[config.mk]
export PLATFORM = sky130hd
export DESIGN_NAME = fct_ctrl
export DESIGN_NICKNAME = d
export VERILOG_FILES = /design/src/rtl/fct_pkg.sv /design/src/rtl/fct_ctrl.sv
export SDC_FILE = /design/constraint.sdc
export NUM_CORES = 1
export LEC_CHECK = 0
export BUFFER_PORTS_ARGS = -buffer_cell sky130_fd_sc_hd__buf_2
export CAP_MARGIN = 20
export CORE_AREA = 10 10 47 49
export CTS_CLUSTER_SIZE = 16
export DETAILED_ROUTE_END_ITERATION = 6
export DIE_AREA = 0 0 57 59
export HOLD_SLACK_MARGIN = 0.1
export PLACE_DENSITY = 0.52
export SYNTH_ARGS = -nofsm -noshare
export SYNTH_HDL_FRONTEND = slang
export SYNTH_SLANG_ARGS = --single-unit
[constraint.sdc]
create_clock -name i_clk -period 2.2 [get_ports i_clk]
set_clock_uncertainty 0.1 [all_clocks]
set_input_delay 0.11 -clock i_clk [delete_from_list [all_inputs] [get_ports i_clk]]
set_output_delay 0.11 -clock i_clk [all_outputs]
set_load 0.005 [all_outputs]
[src/rtl/fct_pkg.sv]
`timescale 1ns / 1ps
`default_nettype none
// ----------------------------------------------------------------------------
// fct_pkg: shared types and constants of the frustum cull tester
// Command codes, controller states, widths of the fixed-point datapath and
// the command/status groups between controller and datapath.
// ----------------------------------------------------------------------------
package fct_pkg;

    localparam int CoordW  = 32;  // Q16.16 coordinates and offsets
    localparam int HalfW   = 31;  // Q15.16 unsigned extents
    localparam int NormW   = 18;  // Q2.16 normals
    localparam int ProdW   = 50;  // normal times coordinate, Q18.32
    localparam int LimPW   = 49;  // |normal| times extent
    localparam int DistW   = 54;  // summed distance and limit, Q.32
    localparam int FracW   = 16;  // Q16.16 fraction bits
    localparam int OutDW   = 36;  // Q20.16 max distance
    localparam int IdxW    = 3;   // plane_index field

    typedef enum logic [1:0] {
        CMD_BOX    = 2'd0,
        CMD_SPHERE = 2'd1,
        CMD_POINT  = 2'd2,
        CMD_LOAD   = 2'd3
    } t_cmd;

    typedef enum logic [1:0] {
        ST_IDLE,
        ST_ISSUE,
        ST_WAIT,
        ST_DONE
    } t_state;

    // Controller to datapath
    typedef struct packed {
        logic accept;    // input transfer this cycle
        logic issue;     // present one plane to the pipeline
        logic first;     // issued plane is the first of the query
        logic last;      // issued plane is the last of the query
        logic out_load;  // move the result into the output register
    } t_dp_cmd;

    // Datapath to controller
    typedef struct packed {
        logic fin;       // last plane folds into the accumulator this cycle
        logic out_free;  // output register can take a result this cycle
    } t_dp_stat;

endpackage
`default_nettype wire

[src/rtl/fct_ctrl.sv]
`timescale 1ns / 1ps
`default_nettype none
// ----------------------------------------------------------------------------
// fct_ctrl: sequencer of the frustum cull tester
// Accepts commands, steps one plane per cycle into the datapath, waits for
// the pipeline to drain and hands the result to the output register.
// ----------------------------------------------------------------------------
module fct_ctrl
    import fct_pkg::*;
#(
    parameter int NUM_PLANES = 6,
    parameter int PW         = 3
) (
    input  wire logic          i_clk,
    input  wire logic          i_rst_n,
    input  wire logic          i_in_valid,
    input  wire logic [1:0]    i_cmd,
    input  wire t_dp_stat      i_stat,
    output logic               o_in_stall,
    output t_dp_cmd            o_cmd,
    output logic [PW-1:0]      o_plane,
    output t_state             o_state
);

    t_state        r_state, n_state;
    logic [PW-1:0] r_cnt, n_cnt;
    logic          accept;
    logic          at_last;

    assign at_last = (r_cnt == PW'(NUM_PLANES - 1));
    assign accept  = i_in_valid && (r_state == ST_IDLE);

    always_ff @(posedge i_clk) begin
        if (!i_rst_n) begin
            r_state <= ST_IDLE;
            r_cnt   <= '0;
        end else begin
            r_state <= n_state;
            r_cnt   <= n_cnt;
        end
    end

    always_comb begin
        n_state        = r_state;
        n_cnt          = r_cnt;
        o_in_stall     = 1'b1;
        o_cmd          = '0;
        o_cmd.accept   = accept;
        unique case (r_state)
            ST_IDLE: begin
                o_in_stall = 1'b0;
                n_cnt      = '0;
                if (accept && (t_cmd'(i_cmd) != CMD_LOAD)) begin
                    n_state = ST_ISSUE;
                end
            end
            ST_ISSUE: begin
                o_cmd.issue = 1'b1;
                o_cmd.first = (r_cnt == '0);
                o_cmd.last  = at_last;
                if (at_last) begin
                    n_state = ST_WAIT;
                end else begin
                    n_cnt = r_cnt + 1'b1;
                end
            end
            ST_WAIT: begin
                if (i_stat.fin) begin
                    n_state = ST_DONE;
                end
            end
            ST_DONE: begin
                // hold until the previous result has left
                if (i_stat.out_free) begin
                    o_cmd.out_load = 1'b1;
                    n_state        = ST_IDLE;
                end
            end
            default: n_state = ST_IDLE;
        endcase
    end

    assign o_plane = r_cnt;
    assign o_state = r_state;

endmodule
`default_nettype wire

; After elaboration in Yosys (flattened, before gate mapping)
; Cells that the tools add are included.
[word_totals]
input_bits = 7
wordCells = 31
regBits = 5
out_inout_bits = 11
[op_classes]
muxes = 11
n_addsub = 1
n_reduce_logical = 7
eq_ne = 10
[ops]
columns = cell, count
row1 = $ne 2x2->1 const B, 5
row2 = $mux 2, 4
row3 = $pmux 2 s4, 1
row4 = $mux 3, 2
row5 = $pmux 3 s2, 1
row6 = $eq 2x2->1 const B, 2
row7 = $reduce_and 4->1, 1
row8 = $add 3x1->3 const B, 1
row9 = $eq 3x3->1 const B, 1
row10 = $logic_not 3->1, 1
row11 = $mux 1, 3
row12 = $eq 2x1->1 const B, 1
row13 = $logic_and 1x1->1, 2
row14 = $logic_not 2->1, 1
row15 = $ne 2x1->1 const B, 1
row16 = $reduce_and 2->1, 1
row17 = $reduce_bool 2->1, 1

; Depth between registers and ports, before layout
; Gate-level depths: netlist of the first run.
[logic_depth]
word_depth = 5
depth_mapped = 5
depth_no_buf = 5

; Worst setup path after synthesis of the first run
; OpenSTA, ideal clock, no wires.
[synth_timing]
path_kind = register to register
startpoint = register r_state[1], in the netlist o_state[1]
endpoint = register r_state[0], in the netlist o_state[0]
slack_ps = 503
path_buffers = 0
arrival_ps = 1481
setup_time_ps = 116
period_less_slack_ps = 1697
required_ps = 1984
path_stages_with_launch = 6
cell_sequence = dfxtp_1 inv_1 ha_1 a21boi_2 or4_1 o211a_1
[synth_between]
elab_chain_cells = 5
elab_cells_between_ends = 12
classes_between = 7 x eq/ne / 1 x mux / 4 x reduce/logical
[synth_lines]
columns = element, line
row1 = start: declaration, fct_ctrl.sv:25  ; t_state r_state, n_state;
row2 = start signal: assignment, fct_ctrl.sv:38  ; r_state <= n_state;
row3 = $logic_not 2->1, "fct_ctrl.sv:31, fct_ctrl.sv:49"
row4 = $logic_and 1x1->1, fct_ctrl.sv:31  ; assign accept = i_in_valid && (r_state == ST_IDLE);
row5 = $logic_and 1x1->1, fct_ctrl.sv:53  ; if (accept && (t_cmd'(i_cmd) != CMD_LOAD)) begin
row6 = $ne 2x1->1 (no line), --
row7 = $reduce_and 4->1 (no line), --
; Parallel ways exist; a longest one is shown, timed or not.
; A chain may end at the register's enable or synchronous reset.

; Final worst setup path of the first run
; Same ends and word-level chain as after synthesis.

==> results_dict.tcl, run 1 <==
set metrics [dict create \
    outcome "finished, final reports clean" \
    dieArea_sq_um 3360 \
    grt_max_degree 9 \
    crit_family "simple AND/OR/NAND/NOR gates" \
    dp_hpwl_um 803 \
    relSlewSlack_pct 79.2 \
    dpl_worst_slack_ps 446 \
    grt.total_usage_pct 5.84 \
    final_net_count 81 \
    crit_buf_inv 1 \
    start_util_pct 29.2 \
    fin_ws_ps 447 \
    cts_sinks 5 \
    synth_cell_types 21 \
    p_leak_uw 0.000284 \
    setup_violations 0 \
    wl_per_cell_um 11.8 \
    nFillCells 155 \
    grt_pass1_wl_um 1480 \
    hold-worst-slack_ps 233 \
    core_sq_um 1400 \
    crit_required_ps 2240 \
    slew_viol_final 0 \
    fin_crit_sh_pct 79.7 \
    antenna_left 0 \
    netlist_instances 45 \
    route.detailed.drc 0 \
    power.total_uw 569 \
    grt_antenna_before_repair 0 \
    cts.repair.resized 0 \
    avgSynthCellArea_sq_um 9.09 \
    netlist_area_sq_um 409 \
    io_buffers 17 \
    die_width_um 57 \
    synth_largest_area_cell "dfxtp_1" \
    grt_pass1_vias 336 \
    crit_path_max_incr_delay_ps 470 \
    worstPathMaxFanout 8 \
    cts_tree "done" \
    yosysWarnings 0 \
    min_path_type "in -> reg" \
    max-vdd-ir-drop_uv 417 \
    crit_chain "inv_1 -> ha_1 -> a21boi_2 -> or4_1 -> o211a_1" \
    hold_viol 0 \
    std_cell_rows 14 \
    yosysTopAreaCellShare_pct 24.5 \
    via_per_inst 4.41 \
    syn-num-nets 59 \
    synth-seq-cells 5 \
    setup-tns-final_ps 0 \
    layout-drive-gt1-share_pct 36.4 \
    worstMarginPinSlew_ps 312 \
    start_kind "flip-flop" \
    root_buffer "clkbuf_4" \
    die_h_um 59 \
    max_freq_mhz 570 \
    synth_area_leaders "dfxtp_1 (24%), ha_1 (21%), a2111oi_4 (6.7%)" \
    grt-ovfl-total 0 \
    routed_wl_um 967 \
    n_antenna_cell 0 \
    cts_buffer_depth 2 \
    drtIter0Drc 2 \
    cap_violations 0 \
    routabilityCongestion 0.763 \
    arrival_ps 1790 \
    vias 362 \
    cts-buffers-inserted 3 \
    post-route-min-period_ps 1750 \
    areaGrowthSynthToFinish_pct 32.7 \
    dr.pass1.iters 2 \
    cpMaxStageDelayCell "or4_1" \
    path_clk_slew_ps 50 \
    clock_latency_ps 250 \
    ys_seq_area_share_pct 24.5 \
    fin_util_pct 38.8 \
    rsz0062_at_grt "no" \
    ios 18 \
    critPathKind "reg -> reg" \
    cp-end-kind "flip-flop" \
    power_density_nw_per_um2 1050 \
    h-tree-depth 1 \
]
==> path summary, 6_finish.rpt <==
kind               from          to  slack (ps)  cells past startpoint
min reg2reg  o_state[1]  o_state[1]         410                      2
max          o_state[1]  o_state[0]         450                      5
max reg2reg  o_state[1]  o_state[0]         450                      5
min            i_cmd[0]  o_state[1]         230                      4
==> metal layers <==
| metal | vias up | routed length (um) | global-route usage, % |
|---|---|---|---|
| li1 | 194 | - | - |
| met4 | 0 | 0 | 2.01 |
| met3 | 0 | 103 | 5.58 |
| met2 | 11 | 480 | 9.46 |
| met5 | - | 0 | 0 |
| met1 | 157 | 384 | 5.01 |
==> Yosys cell counts (all sizes together) <==
master,count
a21boi,3
nor2,2
buf,1
o211a,1
a2111oi,1
nand3,3
nand2,5
inv,5
and3,1
and2,2
or4,1
nand2b,1
mux2i,1
nand4b,1
a21oi,1
nor2b,2
dfxtp,5
a21bo,2
ha,7
==> state kept, by name (all words and copies together), names as in the netlist <==
signal / count
o_plane: 3
o_state: 2
==> cells in the final DEF, fill, tap and decap left out, drive strengths merged <==
cell type,count
a21bo,2
a21boi,3
dlygate4sd3,1
clkbuf,4
nand3,3
o211a,1
nand4b,1
nor2,2
a2111oi,1
or4,1
nand2,5
nor2b,2
nand2b,1
mux2i,1
and3,1
inv,5
a21oi,1
dfxtp,5
and2,2
ha,7
buf,17
==> worst register-to-register path: stages, from the launching register on <==
cell and delay (ps):
dfxtp_1 390, inv_1 90, ha_1 260, a21boi_2 220
or4_1 480, o211a_1 130
==> power breakdown <==
| group | switching, uW | total (uW) | internal [uW] |
|---|---|---|---|
| combinational | 160 | 319 | 159 |
| clock | 39.9 | 109 | 68.7 |
| sequential | 27.4 | 142 | 114 |
==> through the flow <==
stage / cell area, sq um / instances
2_1_floorplan: 409 / 45
3_3_place_gp: 507 / 77
3_5_place_dp: 507 / 77
4_1_cts: 543 / 82
5_1_grt: 543 / 82
6_report: 543 / 82
==> repair_timing <==
action / CTS / global route
buffers inserted: 0 / 0
endpoints found under the setup margin: 0 / 0
hold endpoints to repair: 5 / 0
hold buffers: 1 / 0
==> kinds of logic (layout without fill, tap and decap cells) <==
group	Yosys count	after routing	share of synthesized area (%)
AND/OR/NAND/NOR	18	18	23.5
adder cells (fa/ha/maj)	7	7	21.4
flip-flops	5	5	24.5
multiplexers	1	1	2.45
AO/OA/AOI/OAI	8	8	21.7
buffers and inverters	6	27	6.42
==> cell type report <==
| class | instances | area [sq um] | area share, % |
|---|---|---|---|
| Clock buffer | 4 | 26.3 | 4.84 |
| Inverter | 5 | 18.8 | 3.46 |
| Multi-Input combinational cell | 34 | 283 | 52.1 |
| Sequential cell | 5 | 100 | 18.4 |
| Tap cell | 16 | 20.0 | 3.69 |
| Timing Repair Buffer | 18 | 95.1 | 17.5 |
Power figures use the tool's default switching activity.
==> inputs of run 2 (changes only) <==
--- a/config.mk
+++ b/config.mk
@@ -5,6 +5,7 @@
 export SDC_FILE = /design/constraint.sdc
 export NUM_CORES = 1
 export LEC_CHECK = 0
+export ABC_AREA = 1
 export BUFFER_PORTS_ARGS = -buffer_cell sky130_fd_sc_hd__buf_2
 export CAP_MARGIN = 20
 export CORE_AREA = 10 10 47 49
@@ -12,7 +13,7 @@
 export DETAILED_ROUTE_END_ITERATION = 6
 export DIE_AREA = 0 0 57 59
 export HOLD_SLACK_MARGIN = 0.1
-export PLACE_DENSITY = 0.52
+export PLACE_DENSITY = 0.53
 export SYNTH_ARGS = -nofsm -noshare
 export SYNTH_HDL_FRONTEND = slang
 export SYNTH_SLANG_ARGS = --single-unit
==> constraint.sdc (replaced) <==
create_clock -name i_clk -period 1.63 [get_ports i_clk]
set_clock_uncertainty 0.1 [all_clocks]
set_input_delay 0.0815 -clock i_clk [delete_from_list [all_inputs] [get_ports i_clk]]
set_output_delay 0.0815 -clock i_clk [all_outputs]
set_load 0.005 [all_outputs]
==> run 2 against run 1 <==
  * Sequential share of layout area is 0.25 points lower
  * Global-route usage is 0.48 points lower
  * Synthesized area is 1.8% higher
  * Via count grew 11%
  * Register-to-register slack worse by 200 ps
  * Setup slack worse by 230 ps
  * Clock-buffer cell count unchanged
  * Utilization increased by 0.54 points
  * Critical path type is now reg -> out
  * Largest cell class unchanged
==> results_dict.tcl, run 2 <==
set metrics [dict create \
    route.detailed.drc 0 \
    max_freq_mhz 707 \
    slew_viol_final 0 \
    start_kind "flip-flop" \
    synth_area_leaders "dfxtp_1 (24%), ha_1 (21%), nand2_1 (14%)" \
    outcome "finished, final reports clean" \
    relSlewSlack_pct 83.2 \
    yosys-top-cells-count "nand2_1 (15), inv_1 (13), nor2_1 (8), ha_1 (7), dfxtp_1 (5)" \
    cts-buffers-inserted 3 \
    synth_cell_types 14 \
    layout.cells.most_common_list "buf_2 (17), nand2_1 (15), inv_1 (13), nor2_1 (8), ha_1 (7)" \
    synth-seq-cells 5 \
    cts.repair.resized 0 \
    ys_async_sr_fraction_pct 0 \
    p_sw_share_pct 45.0 \
    routabilityCongestion 0.732 \
    final_net_count 99 \
    p_seq_share_pct 24.1 \
    synth_largest_area_cell "dfxtp_1" \
    yosysWarnings 0 \
    dieArea_sq_um 3360 \
    synth_edf_count 0 \
    grt_pass1_vias 372 \
    cp-end-kind "output port" \
    worstMarginPinSlew_ps 252 \
    grt_max_degree 7 \
    clock_latency_ps 240 \
    grt_antenna_before_repair 0 \
    start_util_pct 29.7 \
    layoutNonFillerInstCount 100 \
    synth.most_common_cell "nand2_1" \
    io_buffers 17 \
    post-cts-setup-buffer-count 0 \
    ys_seq_area_share_pct 24.0 \
    die_width_um 57 \
    max-vdd-ir-drop_uv 700 \
    netSwitchingPower_uw 373 \
    n_antenna_cell 0 \
    critPathKind "reg -> out" \
    h-tree-depth 1 \
    layout-drive-gt1-share_pct 29.8 \
    ys_dominant_reg_cell "dfxtp_1" \
    drtIter0Drc 2 \
    crit_required_ps 1450 \
    areaGrowthSynthToFinish_pct 32.1 \
    grt-ovfl-total 0 \
    min_path_type "in -> reg" \
    dr.pass1.iters 2 \
    cts_sinks 5 \
    syn-num-nets 77 \
    p_comb_share_pct 59.3 \
    cts_hold_repair.buffers 1 \
    yosysTopAreaCellShare_pct 24.0 \
    fin_crit_sh_pct 86.8 \
    largest_reg_flops 3 \
    clkPwrFrac_pct 16.7 \
    std_cell_rows 14 \
    internal-power_uw 455 \
    root_buffer "clkbuf_4" \
    cts_tree "done" \
    post-route-min-period_ps 1410 \
    cts_buffer_depth 2 \
    core_sq_um 1400 \
    grt_pass1_wl_um 1410 \
    die_h_um 59 \
    netlist_instances 63 \
    vias 401 \
    path_clk_slew_ps 40 \
    cap_violations 0 \
    p_leak_uw 0.000343 \
    ios 18 \
    hold_viol 0 \
    routed_wl_um 916 \
    dp_cells 95 \
    setup-tns-final_ps 0 \
    arrival_ps 1230 \
    final_common_cell "buf_2" \
    power_density_nw_per_um2 1500 \
    setup_violations 0 \
    avgSynthCellArea_sq_um 6.61 \
    worstPathMaxFanout 5 \
    rsz0062_at_grt "no" \
    grt.total_usage_pct 5.37 \
    place_area_sq_um 514 \
    wl_per_cell_um 9.16 \
    dp_hpwl_um 815 \
    netlist_area_sq_um 417 \
    antenna_left 0 \
    via_per_inst 4.01 \
    fin_area_sq_um 551 \
]
run 2: cell types whose count changed in the layout (fill, tap and decap cells not counted), sizes merged, moves of 3 or more:
cell    before  now
inv          5   13
a21boi       3    0
nand2        5   17
a21oi        1    4
nor2         2    9
run 2: worst max-delay path, cell delays in order, from the launching register on:
cell	delay [ps]
dfxtp_1	380
ha_1	270
inv_1	100
nor2_1	120
buf_2	120
run 2: kinds of logic after synthesis:
group	Yosys count	share of synthesized area, %
simple gates	31	32.4
buf+inv	14	13.5
flops	5	24.0
fa+ha+maj	7	21.0
compound gates	5	6.91
xor+xnor	1	2.10
run 2: routing by layer:
metal  share of wire, %  up-vias  wire length [um]  track usage, %
li1                   -      230                 -               -
met1                 39      164               357            4.53
met2                 54        7               492            9.46
met3                7.1        0                65            2.15
met4                  0        0                 0            5.03
met5                  0        -                 0               0
run 2: area by class of cell:
type                       instances  area, sq um
fill                             166          851
sequential                         5          100
clock buffer                       4         26.3
multi-input combinational         44          260
tap                               16         20.0
inverter                          13         48.8
timing repair buffer              18         95.1
run 2: power by group through the flow:
stage / registers, uW / logic, uW / clock network, uW
after floorplan: 202 / 354 / 0
after global placement: 204 / 508 / 0
after detailed placement: 202 / 499 / 0
after CTS: 199 / 502 / 150
after global routing: 207 / 568 / 155
final: 199 / 491 / 138
run 2: worst paths after layout:
path / startpoint / endpoint / slack (ps) / cells past startpoint
worst max-delay path: o_state[0] / o_cmd[1] / 220 / 4
worst min-delay path: i_in_valid / o_state[1] / 170 / 6
worst max register to register: o_state[1] / o_plane[2] / 250 / 7
worst min register to register: o_plane[1] / o_plane[1] / 420 / 2
run 2: metrics by stage:
step                      hold slack, ps  total power (uW)  setup slack, ps  utilization (%)
final                                167               828              215             39.3
after global routing                 245               930              110             39.3
after CTS                            165               851              189             39.3
after detailed placement             250               701              244             36.7
after global placement               248               712              259             36.7
after floorplan                      102               556              290                -
==> inputs of run 3 (changes only) <==
--- a/config.mk
+++ b/config.mk
@@ -8,10 +8,10 @@
 export ABC_AREA = 1
 export BUFFER_PORTS_ARGS = -buffer_cell sky130_fd_sc_hd__buf_2
 export CAP_MARGIN = 20
-export CORE_AREA = 10 10 47 49
+export CORE_AREA = 2 2 39 41
 export CTS_CLUSTER_SIZE = 16
 export DETAILED_ROUTE_END_ITERATION = 6
-export DIE_AREA = 0 0 57 59
+export DIE_AREA = 0 0 41 43
 export HOLD_SLACK_MARGIN = 0.1
 export PLACE_DENSITY = 0.53
 export SYNTH_ARGS = -nofsm -noshare
==> constraint.sdc (replaced) <==
create_clock -name i_clk -period 1.85 [get_ports i_clk]
set_clock_uncertainty 0.1 [all_clocks]
set_input_delay 0.0925 -clock i_clk [delete_from_list [all_inputs] [get_ports i_clk]]
set_output_delay 0.0925 -clock i_clk [all_outputs]
set_load 0.005 [all_outputs]
==> run 3 against run 2 <==
  * Cell area unchanged
  * Power is 12% lower
  * Sequential power down 11%
  * Combinational power shrank 12%
  * Clock power decreased by 13%
  * Global-route usage grew 5.9 points
  * Wire length fell by 14%
  * Flip-flop and latch count did not move
  * Setup slack better by 220 ps
  * Worst hold slack improved by 7.1 ps
  * Die area fell by 48%
==> results_dict.tcl, run 3 (synthesis results as in run 2) <==
set metrics [dict create \
    cts-buffers-inserted 3 \
    grt_pass1_vias 346 \
    route.detailed.drc 0 \
    worstMarginPinSlew_ps 245 \
    holdPathStages 6 \
    setup-tns-final_ps 0 \
    final_net_count 99 \
    nFillCells 158 \
    critPathKind "reg -> out" \
    grt.total_usage_pct 11.3 \
    areaGrowthSynthToFinish_pct 32.1 \
    arrival_ps 1220 \
    max_freq_mhz 708 \
    grt_antenna_before_repair 0 \
    std_cell_rows 14 \
    worstPathMaxFanout 5 \
    die_width_um 41 \
    crit_required_ps 1660 \
    path_clk_slew_ps 40 \
    clock_latency_ps 230 \
    worst_r2r_endpoint "o_state[1]" \
    start_kind "flip-flop" \
    routed_wl_um 791 \
    n_antenna_cell 0 \
    p_leak_uw 0.000343 \
    rsz0062_at_grt "no" \
    fin_ws_ps 438 \
    layout.cells.most_common_list "buf_2 (17), nand2_1 (15), inv_1 (13), nor2_1 (8), ha_1 (7)" \
    min_path_type "in -> reg" \
    hold_viol 0 \
    cp-end-kind "output port" \
    routabilityCongestion 0.807 \
    cap_violations 0 \
    layout-drive-gt1-share_pct 29.8 \
    core_sq_um 1380 \
    met2_usage_pct 17.5 \
    root_buffer "clkbuf_4" \
    io_buffers 17 \
    fin_crit_sh_pct 76.3 \
    wl_per_cell_um 7.91 \
    max-vdd-ir-drop_uv 559 \
    via_per_inst 3.98 \
    cts_sinks 5 \
    start_util_pct 30.1 \
    use_met1_pct 13.3 \
    h-tree-depth 1 \
    antenna_left 0 \
    grt_max_degree 7 \
    die_h_um 43 \
    vias 398 \
    hold-worst-slack_ps 174 \
    grt-busiest-layer "met2" \
    setup_violations 0 \
    reg2regPathDepth 8 \
    r2r_slack_ps 450 \
    post-route-min-period_ps 1410 \
    drtIter0Drc 11 \
    grtUsageMet3_pct 4.71 \
    seq_area_sq_um 100 \
    grt-ovfl-total 0 \
    cts_tree "done" \
    dp_hpwl_um 670 \
    final_common_cell "buf_2" \
    cts_buffer_depth 2 \
    power.total_uw 731 \
    worstHoldEndpoint "o_state[1]" \
    ios 18 \
    dieArea_sq_um 1760 \
    outcome "finished, final reports clean" \
    multi_input_area_sq_um 260 \
    dpl_worst_slack_ps 454 \
    relSlewSlack_pct 83.7 \
    grt_pass1_wl_um 1360 \
    slew_viol_final 0 \
    dr.pass1.iters 4 \
    r2r-start "o_state[1]" \
    holdCritStartpoint "i_in_valid" \
    power_density_nw_per_um2 1330 \
    fin_util_pct 39.8 \
    largest_reg_flops 3 \
    cts.repair.resized 0 \
]
[run 3: critical path: stages, from the launching register on]
cell     delay, ps
dfxtp_1        380
inv_1           80
ha_1           240
inv_1          120
nor2_1          50
buf_2          120
[run 3: worst max-delay path by stage]
stage	to	slack (ps)	start
2_1_floorplan	o_state[1]	510	o_state[1]
3_3_place_gp	o_plane[2]	460	o_state[1]
3_5_place_dp	o_state[1]	450	o_state[1]
4_1_cts	o_cmd[1]	420	o_state[1]
5_1_grt	o_plane[2]	280	o_state[1]
6_report	o_cmd[1]	440	o_state[1]
[run 3: what timing repair did]
item | in CTS | in global routing
endpoints found under the hold margin | 5 | 0
hold buffers | 1 | 0
buffers inserted | 0 | 0
[run 3: layer usage]
metal | share of wire, % | vias to the layer above
li1 | - | 231
met1 | 46 | 155
met2 | 48 | 12
met3 | 5.8 | 0
met4 | 0 | 0
met5 | 0 | -
[run 3: layout make-up]
class | instances | share of cell area (%)
well taps | 16 | 3.64
multi-input cells | 44 | 47.3
inverters | 13 | 8.86
repair buffers | 18 | 17.3
flip-flops and latches | 5 | 18.2
clock buffers | 4 | 4.77
[run 3: per-stage QoR]
stage               instances  instance area [sq um]
finish                    100                    551
global route              100                    551
detailed placement         95                    514
floorplan                  63                    417
global placement           95                    514
CTS                       100                    551
[run 3: report_power, final]
part / switching (uW) / internal [uW] / total [uW]
clock network: 39.2 / 81.2 / 120
registers: 37.3 / 140 / 177
logic: 254 / 180 / 434
